### src/design/sat_pkg.sv
// ----------------------------------------------------------------------------
// sat_pkg: shared definitions for the sorted array table
// Sizes, transaction payload types, operation and status codes, and the
// command and neighbor link types that run along the chain of cells.
// ----------------------------------------------------------------------------
package sat_pkg;

   // Table geometry.
   localparam int TABLE_DEPTH = 256;
   localparam int VALUE_WIDTH = 32;
   localparam int INDEX_WIDTH = $clog2(TABLE_DEPTH);
   localparam int COUNT_WIDTH = $clog2(TABLE_DEPTH + 1);
   localparam int POS_WIDTH   = 8;
   localparam int CAP_WIDTH   = 9;
   localparam int CMP_WIDTH   = (INDEX_WIDTH > POS_WIDTH) ? INDEX_WIDTH : POS_WIDTH;

   // Read tree geometry: the cells are read in groups, one register per group.
   localparam int GROUP_SIZE  = 16;
   localparam int GROUP_COUNT = (TABLE_DEPTH + GROUP_SIZE - 1) / GROUP_SIZE;

   typedef logic [VALUE_WIDTH-1:0] value_type;
   typedef logic [INDEX_WIDTH-1:0] index_type;
   typedef logic [COUNT_WIDTH-1:0] count_type;
   typedef logic [POS_WIDTH-1:0]   pos_type;
   typedef logic [CMP_WIDTH-1:0]   cmp_type;
   typedef logic [CAP_WIDTH-1:0]   cap_type;

   typedef enum logic [1:0] {
      OP_INSERT = 2'd0,
      OP_LOOKUP = 2'd1,
      OP_REMOVE = 2'd2,
      OP_CLEAR  = 2'd3
   } op_type;

   typedef enum logic [1:0] {
      STATUS_OK    = 2'd0,
      STATUS_FULL  = 2'd1,
      STATUS_RANGE = 2'd2
   } status_type;

   // Input transaction.
   typedef struct packed {
      op_type      operation;
      logic [31:0] item_value;
      pos_type     position;
   } req_type;

   // Result transaction.
   typedef struct packed {
      logic [31:0] read_value;
      logic [8:0]  entry_count;
      status_type  status;
   } rsp_type;

   // Command broadcast to every cell.
   typedef struct packed {
      logic      insert_en;
      logic      remove_en;
      logic      clear_en;
      value_type item;
      pos_type   pos;
   } cell_cmd_type;

   // What a cell shows to its neighbors.
   typedef struct packed {
      logic      valid;
      logic      lt;
      value_type value;
   } cell_link_type;

endpackage

### src/design/sat_cell.sv
// ----------------------------------------------------------------------------
// sat_cell: one entry of the sorted array table
// Holds one value and its valid bit. On insert it keeps its value, takes the
// new value or its lower neighbor's; at or above a remove position it takes
// its upper neighbor's. It drives its value to the read tree when selected.
// ----------------------------------------------------------------------------
module sat_cell (
   input  logic                  clock,
   input  logic                  reset,
   input  sat_pkg::index_type    cell_index,
   input  sat_pkg::cell_cmd_type cmd,
   input  sat_pkg::cell_link_type lower_link,
   input  sat_pkg::cell_link_type upper_link,
   output sat_pkg::cell_link_type own_link,
   output sat_pkg::value_type    hit_value
);

   logic               valid_ff;
   logic               valid_in;
   sat_pkg::value_type value_ff;
   sat_pkg::value_type value_in;
   logic               lt;
   logic               at_or_above_pos;
   logic               at_pos;

   // The entry is below the new value, so the new value lands further up.
   assign lt = valid_ff && (value_ff < cmd.item);

   assign at_or_above_pos = sat_pkg::cmp_type'(cell_index) >= sat_pkg::cmp_type'(cmd.pos);
   assign at_pos          = sat_pkg::cmp_type'(cell_index) == sat_pkg::cmp_type'(cmd.pos);

   assign own_link.valid = valid_ff;
   assign own_link.lt    = lt;
   assign own_link.value = value_ff;

   // Selected entry for the read tree; all others contribute zero.
   assign hit_value = at_pos ? value_ff : '0;

   // Next value and valid bit from the broadcast command.
   always_comb begin
      valid_in = valid_ff;
      value_in = value_ff;
      if (cmd.clear_en) begin
         valid_in = 1'b0;
      end else if (cmd.insert_en) begin
         if (!lt) begin
            value_in = lower_link.lt ? cmd.item : lower_link.value;
            valid_in = valid_ff | lower_link.valid;
         end
      end else if (cmd.remove_en) begin
         if (at_or_above_pos) begin
            value_in = upper_link.value;
            valid_in = upper_link.valid;
         end
      end
   end

   always_ff @(posedge clock) begin
      if (reset) begin
         valid_ff <= 1'b0;
      end else begin
         valid_ff <= valid_in;
      end
   end

   always_ff @(posedge clock) begin
      value_ff <= value_in;
   end

endmodule

### config.mk
export PLATFORM = sky130hd
export DESIGN_NAME = sat_cell
export DESIGN_NICKNAME = d
export VERILOG_FILES = /design/src/design/sat_pkg.sv /design/src/design/sat_cell.sv
export SDC_FILE = /design/constraint.sdc
export NUM_CORES = 1
export LEC_CHECK = 0
export ABC_CLOCK_PERIOD_IN_PS = 5100
export BUFFER_PORTS_ARGS = -buffer_cell sky130_fd_sc_hd__clkbuf_2
export CORE_MARGIN = 2
export CORE_UTILIZATION = 43
export CTS_BUF_LIST = sky130_fd_sc_hd__clkbuf_16
export CTS_CLUSTER_SIZE = 24
export DETAILED_ROUTE_END_ITERATION = 12
export HOLD_SLACK_MARGIN = 0.06
export PLACE_DENSITY = 0.82
export SLEW_MARGIN = 20
export SYNTH_ARGS = -nofsm -noshare
export SYNTH_HDL_FRONTEND = slang
export SYNTH_SLANG_ARGS = --single-unit
### constraint.sdc
create_clock -name clock -period 5.1 [get_ports clock]
set_input_delay 0.51 -clock clock [delete_from_list [all_inputs] [get_ports clock]]
set_output_delay 0.51 -clock clock [all_outputs]
set_load 0.005 [all_outputs]
; ---- Yosys cells after proc, flatten, opt, wreduce, memory -nomap -nowiden
; Index checks and enable logic that the tools add are counted.
[word_totals]
regBits = 33
latch_bits = 0
mem_bits_rw = 0
mem_bits_ro = 0
input_bits = 121
output_inout_bits = 66
word_cells = 24
memories = 0
[op_classes]
n_addsub = 0
n_mul = 0
div_mod_pow = 0
magnitude_cmp = 2
n_eq_ne = 2
n_shift = 0
n_mux = 10
n_bitwise = 2
reduce_logical = 6
[op_table]
columns = operator, n
row1 = $mux 32, 6
row2 = $lt 32x32->1, 1
row3 = $eq 8x8->1, 1
row4 = $ge 8x8->1, 1
row5 = $mux 1, 4
row6 = $reduce_and 4->1, 1
row7 = $reduce_bool 2->1, 2
row8 = $reduce_and 3->1, 1
row9 = $ne 2x2->1 const B, 1
row10 = $reduce_or 2->1, 1
row11 = $logic_and 1x1->1, 1
row12 = $not 1->1, 1
row13 = $or 1x1->1, 1

; ---- Longest topological paths before layout
; Gate-level depths: netlist (run 1).
[depth]
word_depth = 4
mapped_depth = 8

; ---- Worst setup path before layout (run 1)
; Ideal clock, no wire load.
[synth_path]
kind = input to register
startpoint = in cmd[38] in the netlist's numbering
endpoint = reg value_ff[0], enable pin
setup_ns = 0.461
arrival_ns = 3.912
required_time_ns = 4.639
path_slack_ns = 0.727
cell_stages = 8
n_path_buf = 0
cell_sequence = inv_1 -> ha_1 -> nand4_1 -> nor4_1 -> a211oi_1 -> o21ai_0 -> a311oi_1 -> nor3_1
[synth_between]
elab_chain_len = 4
[synth_rtl]
columns = element, line
row1 = start: declaration, sat_cell.sv:11  ; input sat_pkg::cell_cmd_type cmd,
row2 = $lt 32x32->1, sat_cell.sv:27  ; assign lt = valid_ff && (value_ff < cmd.item);
row3 = $logic_and 1x1->1, sat_cell.sv:27
row4 = $ne 2x2->1 (no line), --
row5 = $reduce_and 4->1 (no line), --
row6 = end signal: assignment, sat_cell.sv:67  ; value_ff <= value_in;
row7 = end: declaration, sat_cell.sv:20  ; sat_pkg::value_type value_ff;
; No other way between the ends.
; A chain may end at the register's enable or synchronous reset.

; ---- Final worst setup path (run 1)
[layout_path]
startpoint = reg value_ff[30]
endpoint = reg value_ff[14], enable pin
[layout_between]
elab_chain_len = 4
[layout_rtl]
columns = element, line
row1 = $lt 32x32->1, sat_cell.sv:27
row2 = $logic_and 1x1->1, sat_cell.sv:27
row3 = $ne 2x2->1 (no line), --
row4 = $reduce_and 4->1 (no line), --
; No other way between the ends.

==> results of run 1 <==
[state kept, by name, summed over array words and instances, names as in the netlist]
name and count:
value_ff 32, valid_ff 1
[through the flow]
step	power (mW)	cell area [um^2]	utilization [%]	std cells	hold slack [ns]
after floorplan	0.4497	2868	-	325	0.5682
after CTS	0.8302	3995	62.56	582	0.4074
after global routing	0.8689	3995	62.56	582	0.4159
final	0.8213	3995	62.56	582	0.4110
after global placement	0.5358	3851	60.31	574	0.5974
after detailed placement	0.5460	3857	60.40	574	0.6299
[worst max-delay path, stage by stage (launching register included)]
cell	delay [ns]
edfxtp_1	0.42
ha_1	0.35
nand4_1	0.16
nor4_1	0.53
a211oi_1	0.15
o21ai_0	0.14
a311oi_1	0.13
nor3_4	0.66
buf_4	0.39
[cell usage after synthesis]
master / n / share of area, %
nor4_1: 1 / 0.22
a31oi_1: 2 / 0.44
nor3b_1: 1 / 0.26
a21oi_1: 50 / 8.7
buf_4: 2 / 0.52
dfxtp_1: 1 / 0.70
and2_1: 32 / 7.0
nand2b_1: 2 / 0.44
nand3_1: 2 / 0.35
a211o_1: 2 / 0.61
inv_1: 41 / 5.4
nor2_1: 37 / 4.8
a2111oi_0: 1 / 0.31
nand4_1: 5 / 1.1
a21boi_0: 1 / 0.26
mux2i_1: 32 / 11
a311oi_1: 1 / 0.31
a211oi_1: 2 / 0.52
buf_2: 3 / 0.52
nor3_1: 2 / 0.35
or2b_1: 1 / 0.26
o21ai_0: 7 / 1.2
or3_1: 1 / 0.22
o221ai_1: 1 / 0.31
a21o_1: 1 / 0.26
ha_1: 39 / 17
buf_1: 3 / 0.39
clkbuf_1: 8 / 1.0
nand2_1: 11 / 1.4
a32o_1: 1 / 0.35
edfxtp_1: 32 / 34
[report_power, final]
group	internal [mW]	leakage, nW	switching [mW]
combinational	0.101	1.83	0.102
clock	0.176	0.0687	0.106
sequential	0.323	0.307	0.0131
[cell families (layout without fill, tap and decap cells)]
family,Yosys count,in the layout
and+or+nand+nor,95,95
AOI/OAI and AO/OA,69,69
buffers and inverters,57,237
adders and majority gates,39,39
DFF,33,33
muxes,32,32
[layout make-up]
type	count	area, um^2	area share [%]
multi-input cells	235	1678	42.00
well taps	77	96.34	2.412
inverters	41	153.9	3.852
clock inverters	3	12.51	0.3132
repair buffers	188	948.4	23.74
clock buffers	5	125.1	3.132
flip-flops and latches	33	980.9	24.55
[final timing paths]
path | start | to | slack [ns] | cells past startpoint
max | value_ff[30] | value_ff[14] | 1.84 | 8
min | reset | valid_ff | 0.41 | 2
max reg2reg | value_ff[30] | value_ff[14] | 1.84 | 8
min reg2reg | valid_ff | valid_ff | 0.64 | 2
[per-layer routing]
layer,GRT usage (%),wire [um]
met2,40.41,4051
met4,5.195,100
met5,0,0
met3,3.850,527
met1,23.18,2968
==> results.json, run 1 <==
{
  "area_growth_pct": 39.31,
  "finalClockSkew_ns": 0.006784,
  "required_ns": 5.06,
  "fillers": 558,
  "critPathMaxFanout": 18,
  "cts_setup_buffers": 0,
  "grt_max_degree": 41,
  "rsz0062_at_grt": "false",
  "worst_slack_ns": 1.842,
  "nets": 664,
  "muxShareOfSynthArea_pct": 11.17,
  "ant_nets": 0,
  "tritoncts": "done",
  "run_status": "finished clean",
  "htree_levels": 2,
  "dieWidth_um": 85.67,
  "vdd_drop_max_mv": 0.1710,
  "yosysUniqueCellTypes": 31,
  "synth_compound_area_share_pct": 13.31,
  "drt-total-wl_mm": 7.648,
  "cp.arrival_ns": 3.21,
  "track_usage_pct": 20.82,
  "first_pass_iters": 4,
  "wl_per_cell_um": 13.14,
  "cts.sinks": 33,
  "netlist_instances": 325,
  "core_area_um2": 6386,
  "leakage_nw": 2.203,
  "io_pins": 187,
  "dpl_worst_slack_ns": 1.610,
  "rows": 29,
  "synth-seq-cells": 33,
  "fmax_mhz": 306.9,
  "yosys_warnings": 0,
  "synth_area_per_cell_um2": 8.824,
  "port-buffer-count": 185,
  "grt_pass1_wl_mm": 12.22,
  "dp_hpwl_mm": 6.421,
  "worst_pin_slew_ns": 1.118,
  "cts_buffer_depth": 2,
  "syn_nets": 485,
  "overflow": 0,
  "critPathKind": "reg2reg",
  "synth_top_family_by_area": "adder cells",
  "synth-seq-area-share_pct": 34.21,
  "yosys.area_share.adder_pct": 17.02,
  "critPathLaunchType": "register",
  "slew_viol_final": 0,
  "syn_area_um2": 2868,
  "initial_utilization_pct": 44.91,
  "crit_path_end_kind": "register",
  "remaining_drc_errors": 0,
  "power_density_nw_per_um2": 205.6,
  "cts_resized": 0,
  "hold_viol_final": 0,
  "insertion_delay_ns": 0.27,
  "setup_tns_ns": 0,
  "holdBufCountCts": 0,
  "cts_root_buf": "clkbuf_16",
  "hold_path_class": "in2reg",
  "cts_buffers": 5,
  "slew-limit-headroom_pct": 25.47,
  "routabilityCongestion": 0.7742,
  "first_iter_violations": 53,
  "cts.clk_slew.worst_paths_ns": 0.05,
  "antenna_found_initial": 0,
  "period_needed_ns": 3.258,
  "final_cell_mix": "185 x clkbuf_2, 50 x a21oi_1, 41 x inv_1, 39 x ha_1, 37 x nor2_1",
  "chipHeight_um": 85.67,
  "maxCapViolCount": 0,
  "grt_pass1_vias": 2763,
  "diodes": 0,
  "via_count": 2918,
  "synth_xor_area_share_pct": 0,
  "via_per_inst": 5.014,
  "finalSetupViolations": 0,
  "period_share_pct": 63.89,
  "drive_gt1_share_pct": 38.81,
  "synthSimpleGateAreaFrac_pct": 16.45,
  "dieArea_um2": 7338,
  "layout_commonest_cell": "clkbuf_2"
}
(Power assumes the default switching activity.)
==> run 2: changes to the inputs <==
ABC_CLOCK_PERIOD_IN_PS = 2900   (was 5100)
CORE_UTILIZATION = 39   (was 43)
PLACE_DENSITY = 0.78   (was 0.82)
clock period = 2.9 ns   (was 5.1 ns; I/O delays follow)
==> results.json, run 2 (synthesis gave the netlist of run 1 again) <==
{
  "min_path_cells": 2,
  "cts_buffer_depth": 2,
  "grt_pass1_wl_mm": 12.97,
  "min_from": "reset",
  "cts.clk_slew.worst_paths_ns": 0.05,
  "dp.cells": 602,
  "ant_nets": 0,
  "via_count": 2964,
  "grt_max_degree": 38,
  "crit_path_end_kind": "register",
  "reg2reg_to": "value_ff[27]",
  "cts.sinks": 33,
  "run_status": "finished clean",
  "hold_path_class": "in2reg",
  "final_cells": 614,
  "reg2reg_from": "value_ff[2]",
  "layout_commonest_cell": "clkbuf_2",
  "routabilityCongestion": 0.7930,
  "worst_slack_ns": 0.2117,
  "diodes": 0,
  "hold_viol_final": 0,
  "track_usage_pct": 19.27,
  "cts_setup_buffers": 4,
  "rows": 31,
  "rsz0062_at_grt": "false",
  "cts_resized": 0,
  "largest_reg_flops": 32,
  "drt-met1-wl_mm": 3.162,
  "via_per_inst": 4.827,
  "core_area_um2": 7176,
  "critPathKind": "reg2reg",
  "cp.arrival_ns": 2.72,
  "whs_endpoint": "valid_ff",
  "insertion_delay_ns": 0.27,
  "finalClockSkew_ns": 0.002958,
  "holdBufCountCts": 0,
  "dieArea_um2": 8055,
  "nets": 674,
  "htree_levels": 2,
  "topRoutingLayerUsed": "met4",
  "first_pass_iters": 4,
  "slew-limit-headroom_pct": 55.92,
  "drt-total-wl_mm": 7.711,
  "io_pins": 187,
  "vdd_drop_max_mv": 0.1836,
  "rr_worst_depth": 9,
  "chipHeight_um": 89.75,
  "maxCapViolCount": 0,
  "place_area_um2": 3943,
  "initial_utilization_pct": 39.97,
  "worst_pin_slew_ns": 0.6612,
  "required_ns": 2.93,
  "fin_util_pct": 57.30,
  "met3WireLength_um": 477,
  "drive_gt1_share_pct": 40.19,
  "stdcell_area_um2": 4111,
  "wl_per_cell_um": 12.56,
  "tritoncts": "done",
  "area_growth_pct": 43.37,
  "final_cell_mix": "185 x clkbuf_2, 50 x a21oi_1, 42 x inv_1, 39 x ha_1, 37 x nor2_1",
  "period_share_pct": 92.70,
  "fmax_mhz": 372.0,
  "critPathMaxFanout": 18,
  "dieWidth_um": 89.75,
  "met2_length_mm": 3.970,
  "dp_hpwl_mm": 6.623,
  "overflow": 0,
  "grt_pass1_vias": 2830,
  "setup_tns_ns": 0,
  "rrSetupSlack_ns": 0.21,
  "cts_buffers": 5,
  "power_density_nw_per_um2": 354.3,
  "critPathLaunchType": "register",
  "port-buffer-count": 185,
  "hold_ws_ns": 0.2037,
  "biggestRegsByFlops": "value_ff (32), valid_ff (1)",
  "leakage_nw": 2.263,
  "dpl_worst_slack_ns": -0.08741,
  "cts_root_buf": "clkbuf_16",
  "finalSetupViolations": 0,
  "top_register": "value_ff",
  "period_needed_ns": 2.688,
  "antenna_found_initial": 0,
  "fin_total_pwr_mw": 1.457,
  "remaining_drc_errors": 0,
  "slew_viol_final": 0,
  "first_iter_violations": 65
}
-- run 2: cell types whose count changed in the layout (fill, tap and decap cells not counted), sizes merged --
cell and delta:
buf +10, clkinv -1, inv +1
-- run 2: worst max-delay path by stage --
stage / cells after the start / from / slack (ns) / endpoint
floorplan: 7 / value_ff[30] / 0.07 / value_ff[0]
global placement: 10 / cmd[11] / 0.03 / value_ff[25]
detailed placement: 10 / cmd[13] / -0.09 / value_ff[24]
CTS: 9 / value_ff[2] / 0.13 / value_ff[15]
global route: 9 / value_ff[2] / 0.04 / value_ff[18]
finish: 9 / value_ff[2] / 0.21 / value_ff[27]
-- run 2: cell type report --
cell class              instances  area (um^2)
clock buffers                   5        125.1
clock inverters                 3        13.76
fillers                       662         3064
inverters                      41        153.9
multi-input cells             235         1678
flip-flops and latches         33        980.9
well taps                      99        123.9
repair buffers                198         1036
-- run 2: worst max-delay path: stages, from the launching register on --
cell,delay (ns)
edfxtp_1,0.41
ha_1,0.31
a211o_1,0.29
a31oi_1,0.17
o221ai_1,0.15
a211o_1,0.31
a311oi_1,0.41
nor3_4,0.08
buf_4,0.17
buf_12,0.16
-- run 2: metal layers --
layer  global-route usage [%]  vias to the layer above
met5                        0                        -
li1                         -                     1516
met2                    36.30                      112
met4                    4.615                        0
met1                    22.39                     1326
met3                    3.856                       10
-- run 2: where the power goes --
group | switching, mW | internal [mW] | leakage (nW)
combinational | 0.181 | 0.186 | 1.88
clock | 0.188 | 0.311 | 0.0748
sequential | 0.0234 | 0.567 | 0.307
